**src/sv/opbg_pkg.sv**
```systemverilog
// Package: shared types, codes and constants of the output pulse/blink generator
package opbg_pkg;

   localparam int unsigned CHANNELS_DEFAULT = 16;
   localparam int unsigned CNT_W = 17;
   localparam logic [CNT_W-1:0] CNT_MAX = '1;

   typedef enum logic [3:0] {
      OP_TICK        = 4'd0,
      OP_SET_NOW     = 4'd1,
      OP_SET         = 4'd2,
      OP_SET_DLY     = 4'd3,
      OP_TOG_NOW     = 4'd4,
      OP_TOG         = 4'd5,
      OP_TOG_DLY     = 4'd6,
      OP_PULSE_NOW   = 4'd7,
      OP_PULSE       = 4'd8,
      OP_PULSE_DLY   = 4'd9,
      OP_BLINK_NOW   = 4'd10,
      OP_BLINK       = 4'd11,
      OP_BLINK_FOR   = 4'd12
   } op_type;

   typedef enum logic [2:0] {
      MODE_SET       = 3'd0,
      MODE_SET_DLY   = 3'd1,
      MODE_TOG       = 3'd2,
      MODE_TOG_DLY   = 3'd3,
      MODE_PULSE     = 3'd4,
      MODE_PULSE_DLY = 3'd5,
      MODE_BLINK     = 3'd6,
      MODE_BLINK_FOR = 3'd7
   } mode_type;

   typedef enum logic [0:0] {
      ST_IDLE = 1'b0,
      ST_HOLD = 1'b1
   } state_type;

   typedef struct packed {
      logic [3:0]  operation;
      logic [3:0]  channel;
      logic        level;
      logic [15:0] period_ticks;
      logic [15:0] duration_ticks;
   } req_type;

   typedef struct packed {
      logic [15:0] pin_levels;
      logic [15:0] busy_mask;
   } rsp_type;

   // controller -> datapath
   typedef struct packed {
      logic apply;
   } cmd_type;

endpackage

```
**src/sv/opbg_datapath.sv**
```systemverilog
// Datapath: per-channel state registers, tick and command update, result register
module opbg_datapath #(
   parameter int unsigned CHANNELS = opbg_pkg::CHANNELS_DEFAULT
) (
   input  logic              clock,
   input  logic              reset,
   input  opbg_pkg::cmd_type cmd,
   input  opbg_pkg::req_type req,
   output opbg_pkg::rsp_type rsp
);

   localparam int unsigned CW = opbg_pkg::CNT_W;

   logic [CHANNELS-1:0] act_ff, act_in, lvl_ff, lvl_in, tgt_ff, tgt_in;
   opbg_pkg::mode_type  mode_ff [CHANNELS];
   opbg_pkg::mode_type  mode_in [CHANNELS];
   logic [15:0]         per_ff  [CHANNELS];
   logic [15:0]         per_in  [CHANNELS];
   logic [15:0]         dur_ff  [CHANNELS];
   logic [15:0]         dur_in  [CHANNELS];
   logic [CW-1:0]       pc_ff   [CHANNELS];
   logic [CW-1:0]       pc_in   [CHANNELS];
   logic [CW-1:0]       dc_ff   [CHANNELS];
   logic [CW-1:0]       dc_in   [CHANNELS];
   opbg_pkg::rsp_type   rsp_ff, rsp_in;

   always_comb begin
      logic [CW-1:0] pcn, dcn;
      logic          hit, do_pulse;
      for (int c = 0; c < CHANNELS; c++) begin
         act_in[c]  = act_ff[c];
         lvl_in[c]  = lvl_ff[c];
         tgt_in[c]  = tgt_ff[c];
         mode_in[c] = mode_ff[c];
         per_in[c]  = per_ff[c];
         dur_in[c]  = dur_ff[c];
         pc_in[c]   = pc_ff[c];
         dc_in[c]   = dc_ff[c];
         pcn = (pc_ff[c] == opbg_pkg::CNT_MAX) ? pc_ff[c] : pc_ff[c] + 1'b1;
         dcn = (dc_ff[c] == opbg_pkg::CNT_MAX) ? dc_ff[c] : dc_ff[c] + 1'b1;
         hit = dcn > {1'b0, dur_ff[c]};
         do_pulse = 1'b0;
         if (!cmd.apply) begin
         end else if (req.operation == opbg_pkg::OP_TICK) begin
            if (act_ff[c]) begin
               pc_in[c] = pcn;
               dc_in[c] = dcn;
               case (mode_ff[c])
                  opbg_pkg::MODE_SET: begin
                     lvl_in[c] = tgt_ff[c];
                     act_in[c] = 1'b0;
                  end
                  opbg_pkg::MODE_TOG: begin
                     lvl_in[c] = ~lvl_ff[c];
                     act_in[c] = 1'b0;
                  end
                  opbg_pkg::MODE_SET_DLY, opbg_pkg::MODE_TOG_DLY: begin
                     if (hit) begin
                        lvl_in[c] = (mode_ff[c] == opbg_pkg::MODE_SET_DLY) ?
                                    tgt_ff[c] : ~lvl_ff[c];
                        dc_in[c]  = '0;
                        act_in[c] = 1'b0;
                     end
                  end
                  opbg_pkg::MODE_PULSE:     do_pulse = 1'b1;
                  opbg_pkg::MODE_PULSE_DLY: do_pulse = hit;
                  opbg_pkg::MODE_BLINK: begin
                     if (pcn > {1'b0, per_ff[c]}) begin
                        lvl_in[c] = ~lvl_ff[c];
                        pc_in[c]  = '0;
                        dc_in[c]  = '0;
                     end
                  end
                  opbg_pkg::MODE_BLINK_FOR: begin
                     if ({1'b0, dur_ff[c]} > dcn) begin
                        if (pcn > {1'b0, per_ff[c]}) begin
                           lvl_in[c] = ~lvl_ff[c];
                           pc_in[c]  = '0;
                        end
                     end else begin
                        lvl_in[c] = tgt_ff[c];
                        pc_in[c]  = '0;
                        dc_in[c]  = '0;
                        act_in[c] = 1'b0;
                     end
                  end
                  default: act_in[c] = 1'b0;
               endcase
               if (do_pulse) begin
                  if (tgt_ff[c] != lvl_ff[c]) begin
                     lvl_in[c] = tgt_ff[c];
                     pc_in[c]  = '0;
                  end else if (pcn > {1'b0, per_ff[c]}) begin
                     lvl_in[c] = ~lvl_ff[c];
                     pc_in[c]  = '0;
                     dc_in[c]  = '0;
                     act_in[c] = 1'b0;
                  end
               end
            end
         end else if (32'(req.channel) == c && req.operation <= opbg_pkg::OP_BLINK_FOR) begin
            pc_in[c]  = '0;
            dc_in[c]  = '0;
            per_in[c] = '0;
            dur_in[c] = '0;
            act_in[c] = 1'b1;
            case (req.operation)
               opbg_pkg::OP_SET_NOW: begin
                  mode_in[c] = opbg_pkg::MODE_SET;
                  act_in[c]  = 1'b0;
                  lvl_in[c]  = req.level;
                  tgt_in[c]  = req.level;
               end
               opbg_pkg::OP_SET: begin
                  mode_in[c] = opbg_pkg::MODE_SET;
                  tgt_in[c]  = req.level;
               end
               opbg_pkg::OP_SET_DLY: begin
                  mode_in[c] = opbg_pkg::MODE_SET_DLY;
                  dur_in[c]  = req.duration_ticks;
                  tgt_in[c]  = req.level;
               end
               opbg_pkg::OP_TOG_NOW: begin
                  mode_in[c] = opbg_pkg::MODE_TOG;
                  act_in[c]  = 1'b0;
                  lvl_in[c]  = ~lvl_ff[c];
                  tgt_in[c]  = ~lvl_ff[c];
               end
               opbg_pkg::OP_TOG: mode_in[c] = opbg_pkg::MODE_TOG;
               opbg_pkg::OP_TOG_DLY: begin
                  mode_in[c] = opbg_pkg::MODE_TOG_DLY;
                  dur_in[c]  = req.duration_ticks;
               end
               opbg_pkg::OP_PULSE_NOW: begin
                  mode_in[c] = opbg_pkg::MODE_PULSE;
                  per_in[c]  = req.period_ticks;
                  lvl_in[c]  = ~lvl_ff[c];
                  tgt_in[c]  = ~lvl_ff[c];
               end
               opbg_pkg::OP_PULSE: begin
                  mode_in[c] = opbg_pkg::MODE_PULSE;
                  per_in[c]  = req.period_ticks;
                  tgt_in[c]  = ~lvl_ff[c];
               end
               opbg_pkg::OP_PULSE_DLY: begin
                  mode_in[c] = opbg_pkg::MODE_PULSE_DLY;
                  per_in[c]  = req.period_ticks;
                  dur_in[c]  = req.duration_ticks;
                  tgt_in[c]  = ~lvl_ff[c];
               end
               opbg_pkg::OP_BLINK_NOW: begin
                  mode_in[c] = opbg_pkg::MODE_BLINK;
                  per_in[c]  = req.period_ticks;
                  lvl_in[c]  = 1'b1;
               end
               opbg_pkg::OP_BLINK: begin
                  mode_in[c] = opbg_pkg::MODE_BLINK;
                  per_in[c]  = req.period_ticks;
               end
               opbg_pkg::OP_BLINK_FOR: begin
                  mode_in[c] = opbg_pkg::MODE_BLINK_FOR;
                  per_in[c]  = req.period_ticks;
                  dur_in[c]  = req.duration_ticks;
                  tgt_in[c]  = req.level;
               end
               default: act_in[c] = act_ff[c];
            endcase
         end
      end
      rsp_in = '0;
      for (int c = 0; c < CHANNELS && c < 16; c++) begin
         rsp_in.pin_levels[c] = lvl_in[c];
         rsp_in.busy_mask[c]  = act_in[c];
      end
   end

   always_ff @(posedge clock) begin
      if (reset) begin
         act_ff <= '0;
         lvl_ff <= '0;
         tgt_ff <= '0;
         for (int c = 0; c < CHANNELS; c++) begin
            mode_ff[c] <= opbg_pkg::MODE_SET;
            per_ff[c]  <= '0;
            dur_ff[c]  <= '0;
            pc_ff[c]   <= '0;
            dc_ff[c]   <= '0;
         end
      end else begin
         act_ff <= act_in;
         lvl_ff <= lvl_in;
         tgt_ff <= tgt_in;
         for (int c = 0; c < CHANNELS; c++) begin
            mode_ff[c] <= mode_in[c];
            per_ff[c]  <= per_in[c];
            dur_ff[c]  <= dur_in[c];
            pc_ff[c]   <= pc_in[c];
            dc_ff[c]   <= dc_in[c];
         end
      end
   end

   always_ff @(posedge clock) begin
      if (cmd.apply) begin
         rsp_ff <= rsp_in;
      end
   end

   assign rsp = rsp_ff;

endmodule

```
**src/sv/opbg_ctrl.sv**
```systemverilog
// Controller: handshake state machine, holds a result until it is transferred
module opbg_ctrl (
   input  logic              clock,
   input  logic              reset,
   input  logic              req_valid,
   output logic              req_stall,
   output logic              rsp_valid,
   input  logic              rsp_stall,
   output opbg_pkg::cmd_type cmd
);

   opbg_pkg::state_type state_ff, state_in;

   always_ff @(posedge clock) begin
      if (reset) begin
         state_ff <= opbg_pkg::ST_IDLE;
      end else begin
         state_ff <= state_in;
      end
   end

   always_comb begin
      state_in  = state_ff;
      rsp_valid = 1'b0;
      req_stall = 1'b0;
      case (state_ff)
         opbg_pkg::ST_IDLE: begin
            if (req_valid) state_in = opbg_pkg::ST_HOLD;
         end
         opbg_pkg::ST_HOLD: begin
            rsp_valid = 1'b1;
            // next item may enter as the result leaves
            req_stall = rsp_stall;
            if (!rsp_stall && !req_valid) state_in = opbg_pkg::ST_IDLE;
         end
         default: state_in = opbg_pkg::ST_IDLE;
      endcase
      cmd.apply = req_valid && !req_stall;
   end

endmodule

```
**src/sv/output_pulse_blink_generator.sv**
```systemverilog
// Top level: output pulse/blink generator
// Result: valid in the cycle after an item transfer.
// Throughput: one item per cycle while the result side does not stall;
//   every channel updates in parallel on a tick.
// Reset: synchronous, all pins low, all channels idle, set mode.
module output_pulse_blink_generator #(
   parameter int unsigned CHANNELS = opbg_pkg::CHANNELS_DEFAULT
) (
   input  logic              clock,
   input  logic              reset,
   input  logic              req_valid,
   output logic              req_stall,
   input  opbg_pkg::req_type req_data,
   output logic              rsp_valid,
   input  logic              rsp_stall,
   output opbg_pkg::rsp_type rsp_data
);

   opbg_pkg::cmd_type cmd;

   // controller owns the handshake, datapath owns channel state
   opbg_ctrl u_ctrl (
      .clock     (clock),
      .reset     (reset),
      .req_valid (req_valid),
      .req_stall (req_stall),
      .rsp_valid (rsp_valid),
      .rsp_stall (rsp_stall),
      .cmd       (cmd)
   );

   opbg_datapath #(.CHANNELS(CHANNELS)) u_dp (
      .clock (clock),
      .reset (reset),
      .cmd   (cmd),
      .req   (req_data),
      .rsp   (rsp_data)
   );

endmodule

```
**config.mk**
```make
export PLATFORM = sky130hd
export DESIGN_NAME = output_pulse_blink_generator
export DESIGN_NICKNAME = d
export VERILOG_FILES = /design/src/sv/opbg_pkg.sv /design/src/sv/opbg_datapath.sv /design/src/sv/opbg_ctrl.sv /design/src/sv/output_pulse_blink_generator.sv
export SDC_FILE = /design/constraint.sdc
export NUM_CORES = 2
export LEC_CHECK = 0
export BUFFER_PORTS_ARGS = -buffer_cell sky130_fd_sc_hd__buf_2
export CORE_AREA = 2 2 440 333
export CTS_CLUSTER_SIZE = 14
export DETAILED_ROUTE_END_ITERATION = 6
export DIE_AREA = 0 0 442 335
export PLACE_DENSITY = 0.75
export RECOVER_POWER = 100
export SLEW_MARGIN = 20
export SYNTH_ARGS = -nofsm -noshare
export SYNTH_HDL_FRONTEND = slang
export SYNTH_SLANG_ARGS = --single-unit
```
**constraint.sdc**
```tcl
create_clock -name clock -period 6.5 [get_ports clock]
set_clock_uncertainty 0.1 [all_clocks]
set_input_delay 0.325 -clock clock [delete_from_list [all_inputs] [get_ports clock]]
set_output_delay 0.325 -clock clock [all_outputs]
set_load 0.01 [all_outputs]
```
# --- Yosys cells after proc, flatten, opt, wreduce, memory -nomap -nowiden ---
# Memories as Yosys holds them, arrays and structs flattened.
# Index checks and enable logic that the tools add are counted.
word_totals:
  register_bits: 81
  latch_bits: 0
  ramBits: 1104
  mem_bits_ro: 0
  inputBits: 45
  output_inout_bits: 34
  word_cells: 1573
  mem_count: 5
mem_list:
  columns: ["name", "words", "width", "read_ports", "rd_ports_with_merged_regs", "write_ports", "line_no", "source"]
  rows:
  - ["u_dp.dc_ff", 16, 17, 16, 0, 16, "opbg_datapath.sv:23", "logic [CW-1:0] dc_ff [CHANNELS];"]
  - ["u_dp.pc_ff", 16, 17, 16, 0, 16, "opbg_datapath.sv:21", "logic [CW-1:0] pc_ff [CHANNELS];"]
  - ["u_dp.dur_ff", 16, 16, 16, 0, 16, "opbg_datapath.sv:19", "logic [15:0] dur_ff [CHANNELS];"]
  - ["u_dp.per_ff", 16, 16, 16, 0, 16, "opbg_datapath.sv:17", "logic [15:0] per_ff [CHANNELS];"]
  - ["u_dp.mode_ff", 16, 3, 16, 0, 16, "opbg_datapath.sv:15", "opbg_pkg::mode_type mode_ff [CHANNELS];"]
op_classes:
  add_sub_neg: 32
  n_mul: 0
  n_div: 0
  order_cmp: 49
  eq_ne: 187
  n_shift: 0
  mux: 1082
  bitwise: 98
  reduce_logical: 99
ops:
  columns: ["cell", "count"]
  rows:
  - ["17-bit 2-to-1 mux", 368]
  - ["16-bit 2-to-1 mux", 130]
  - ["17-bit one-hot mux with 3 select lines", 16]
  - ["17-bit by 1-bit adder with 17-bit output, second input constant", 32]
  - ["17-bit == test, second input constant", 32]
  - ["17-bit by 16-bit greater-than comparator with 1-bit output", 32]
  - ["17-bit one-hot mux with 2 select lines", 16]
  - ["3-bit one-hot mux with 8 select lines", 16]
  - ["1-bit 2-to-1 mux", 375]
  - ["16-bit by 17-bit greater-than comparator with 1-bit output", 16]
  - ["3-bit == test, second input constant", 64]
  - ["3-bit 2-to-1 mux", 64]
  - ["1-bit one-hot mux with 2 select lines", 49]
  - ["3-bit by 2-bit == test with 1-bit output, second input constant", 32]
  - ["1-bit one-hot mux with 3 select lines", 32]
  - ["1-bit OR", 80]
  - ["1-bit one-hot mux with 5 select lines", 16]
  - ["2-bit OR reduction", 38]
  - ["4-bit AND reduction", 16]
  - ["4-bit == test, second input constant", 13]
  - ["3-bit by 1-bit == test with 1-bit output, second input constant", 16]
  - ["3-bit logical NOT", 16]
  - ["4-bit by 3-bit == test with 1-bit output, second input constant", 8]
  - ["1-bit logical AND", 18]
  - ["11 further kinds", 52]

# --- Longest topological paths before layout ---
depth:
  ltp_word: 13
  ltp_mapped: 22
  mapped_depth_nobuf: 19

# --- Cells and area by module ---
# From an unflattened synthesis, not the netlist that was laid out.
hier_totals:
  hier_cells: 9137
  area_unflattened_um2: 70532.6
modules_own_cells:
  columns: ["mod", "instances", "cells_per_inst", "area_each_um2", "seq_area_each_um2"]
  rows:
  - ["opbg_datapath", 1, 9132, 70486.4, 24023.0]
  - ["opbg_ctrl", 1, 5, 46.3, 20.0]

# --- Worst setup path after synthesis ---
# No wires, ideal clock.
synth_path:
  path_type: "register to register"
  startpoint: "memory u_dp.dc_ff[13][0] (netlist name)"
  endpoint: "memory u_dp.pc_ff[13][2] (netlist name)"
  t_arrival_ns: 4.538
  required_time_ns: 6.335
  path_slack_ns: 1.797
  stages_incl_launch_ff: 21
  path_cell_list: "dfxtp_1 -> ha_1 -> nand3_1 -> nor3_1 -> nand3_1 -> and4_1 -> nand3_1 -> or3_1 -> o21a_1 -> or2_2 -> ha_1 -> nand4_1 -> or4_4 -> o2111ai_1 -> a21oi_1 -> or3_1 -> nand2b_4 -> a311oi_4 -> buf_6 -> a22oi_1 -> nor2_1"
synth_lines:
  columns: ["item", "line_no"]
  rows:
  - ["from (decl)", "opbg_datapath.sv:23"]
  - ["to (decl)", "opbg_datapath.sv:21"]

==> summary.md <==
| Metric | Value |
|---|---|
| Routability Congestion | 0.934 |
| Combinational share of power | 5.6% |
| Static Leak | 29.0 nW |
| Clock power share | 48.5% |
| Post-synth EDFFs | 32 |
| CP dominant cell by count | nand2_1 |
| Drt via density | 6.02 |
| Nets@finish | 9724 |
| Final worst slack | 328 ps |
| Inst Count DP | 10900 |
| Crit end category | register |
| First-pass GRT wire length | 345000 µm |
| Initial antenna violation count | 23 |
| Starting Density | 49.6% |
| Area fraction of the dominant cell type after synthesis | 32.3% |
| Finish-stage setup viols | 0 |
| Slew margin rel. | -49.5% |
| CTS tree | done |
| Main synth FF type | dfxtp_1 |
| Clock period minus worst slack | 6170 ps |
| Seq/Total Area, Yosys | 33.7% |
| Routed vias | 67200 |
| Hold Fails Final Rpt | 0 |
| Vias in the first global route | 61900 |
| WL per Instance | 19.9 µm |
| CP arrival | 6800 ps |
| Max Fanout on Critical Path | 39 |
| MaxCap Viol Count | 12 |
| Detailed Place HPWL | 145000 µm |
| Grt peak-use layer | met2 |
| Number of cell rows | 121 |
| # Post-CTS Setup Buffers | 0 |
| Final Routed Wirelength | 222000 µm |
| Failing checks | max-capacitance violations, max-slew violations |
| Syn_nets | 9912 |
| Met2 usage | 43.6% |
| Area after DPL | 73300 µm² |
| Flip-flop and latch count after synthesis | 1185 |
| Port bufs | 78 |
| Fin crit share | 95.0% |
| Commonest non-fill, non-tap cell in the layout | nand2_1 |
| Hold crit path type | in2reg |
| Area of the mapped netlist | 71400 µm² |
| Slew of the pin with the lowest slew margin | 2240 ps |
| Clock transition at path regs | 60 ps |
| Critical path buffers and inverters | 4 |
| Layout Cells excl Fill | 11200 |
| Ranking of synthesized cells by area | dfxtp_1 32%, ha_1 9.5%, nand2_1 9.1% |
| DRC | 0 |
| M1 GR Usage | 38.6% |
| Clock root buffer master | clkbuf_16 |
| DIE HEIGHT | 335 µm |
| Die area | 148000 µm² |
| Initial DRC Count | 7551 |
| Status | complete, but fails checks |
| Commonest cells after routing, fill and taps aside | 1739 x nand2_1, 1153 x dfxtp_1, 919 x a21oi_1 |
| Peak VDD IR | 0.267 mV |
| Worst path top cell family by delay | buffers and inverters |
| Cell Int Power | 0.0121 W |
| Synth cell types | 114 |
| Clk sinks | 1185 |
| Slowest stage cell, crit path | nand2_1 |
| Pre-CTS setup slack | 969 ps |
| IO Count | 79 |
| Layout cells sized above 1 | 5.90% |
| RSZ-0062 raised after global routing | false |
| Area grow syn2layout | 8.73% |
| Post-cts repair resize count | 0 |
| H-tree Lvls | 4 |
| ANT nets after route | 0 |
| Power density cells | 206 nW/µm² |
| Num CTS Buffers | 130 |
| Worst path required time | 7120 ps |
| Max Root-Sink Buffers | 3 |
| Net switching power figure | 0.00395 W |
| GR Overflow Total | 0 |
| Sequential power share | 45.9% |
| Met3 usage | 5.86% |
| Ys Warns | 0 |
| Skew-Pair Late Insertion Delay | 780 ps |
| Crit Path Category | reg2reg |
| Final max-slew violation count | 365 |
| CP peak stage delay | 1230 ps |
| Final setup TNS | 0 ps |
| GRT Total Usage | 29.0% |
| Pre-Repair DR Iteration Count | 7 |
| Final Instance Area | 77600 µm² |
| Post-synth top area cell | dfxtp_1 |
| Kind of launch point of the worst setup path | register |
| Switching part of the total | 24.6% |
| Post-Syn Instances | 9323 |
| Cells along the critical path | nand2_1, nand2_1, clkbuf_1, inv_4, nand2_1, clkbuf_1, nor2_1, clkbuf_2, nor3_1, a22o_1 |
| Fmax | 0.162 GHz |
| Power, Total | 0.0160 W |
| Core Box Area | 144000 µm² |
| Pin count of the biggest net entering global routing | 166 |
| Die X | 442 µm |
| Syn Area/Cell | 7.66 µm² |
| Asr flop ratio synth | 0% |
-- final cells by class --
class                      count  area [µm²]
clock inverter                44         480
inverter                     546        2050
fill                       13200       66400
tap                         1906        2380
timing repair buffer         195        1210
antenna                       10        25.0
multi-input combinational   7077       43500
clock buffer                 189        3950
sequential                  1185       24000
-- cell families after synthesis --
group	share of synthesized area, %
fa+ha+maj	9.55
compound gates	20.1
xor+xnor	5.40
simple gates	24.5
flops	33.7
mux	0.983
buf+inv	5.72
-- tightest hold or removal path: stages --
cell and delay [ps]:
buf_2 150, nand3b_1 140, nor2_1 150, nand3_1 120, o31ai_1 60
-- layer usage --
layer,vias up,part of all wire (%)
met4,2,5.9
met1,31400,43
li1,32300,-
met5,-,0.0054
met3,602,9.1
met2,2801,42
-- Yosys cell counts, drive strengths merged, types with 49 or more instances --
library cell     n
and2           119
nor4            63
ha             544
buf             80
a211oi          98
a32oi           49
nor3           182
xnor2          295
and3           130
inv            545
dfxtp         1153
or2             74
o21ai          271
nor2           677
o21a            58
nor2b           72
a22oi          129
a21o           122
nand2         1740
a21oi          922
clkbuf         435
o31ai           60
o211ai          65
nand2b          58
nand4          217
and4            66
a31oi           96
xor2           145
nand3          293
-- worst paths after layout --
path         depth (start not counted)                  to                from  slack [ps]
max                                 10  u_dp.pc_ff[12][15]     u_ctrl.state_ff         330
min                                  5     u_dp.act_ff[10]        req_data[34]         120
max reg2reg                         10  u_dp.pc_ff[12][15]     u_ctrl.state_ff         330
min reg2reg                          2  u_dp.dur_ff[0][44]  u_dp.dur_ff[0][44]         350
-- per-stage QoR --
stage / hold slack, ps / util, %
finish: 124 / 53.9
CTS: 64.3 / 54.1
floorplan: 332 / -
detailed placement: 346 / 50.9
global placement: 342 / 50.9
global route: 134 / 53.9
-- flip-flops by register name (all words and copies together), names as in the netlist --
name and count:
u_dp.dc_ff 272, u_dp.per_ff 256, u_dp.mode_ff 48, u_dp.pc_ff 272
u_dp.dur_ff 256, u_dp.rsp 32, u_dp.act_ff 16, u_ctrl.state_ff 1
u_dp.lvl_ff 16, u_dp.tgt_ff 16
-- power groups by stage --
stage | registers, W | clock network (W) | logic [W]
global placement | 0.00752 | 0 | 0.000859
finish | 0.00736 | 0.00777 | 0.000895
floorplan | 0.00751 | 0 | 0.000447
global route | 0.00736 | 0.00814 | 0.000921
detailed placement | 0.00752 | 0 | 0.000870
CTS | 0.00736 | 0.00785 | 0.000877
-- repair_timing --
| item | in CTS | in global routing |
|---|---|---|
| endpoints found under the hold margin | 72 | 0 |
| setup endpoints to repair | 0 | 0 |
| hold buffers | 6 | 0 |
(Power assumes the default switching activity.)
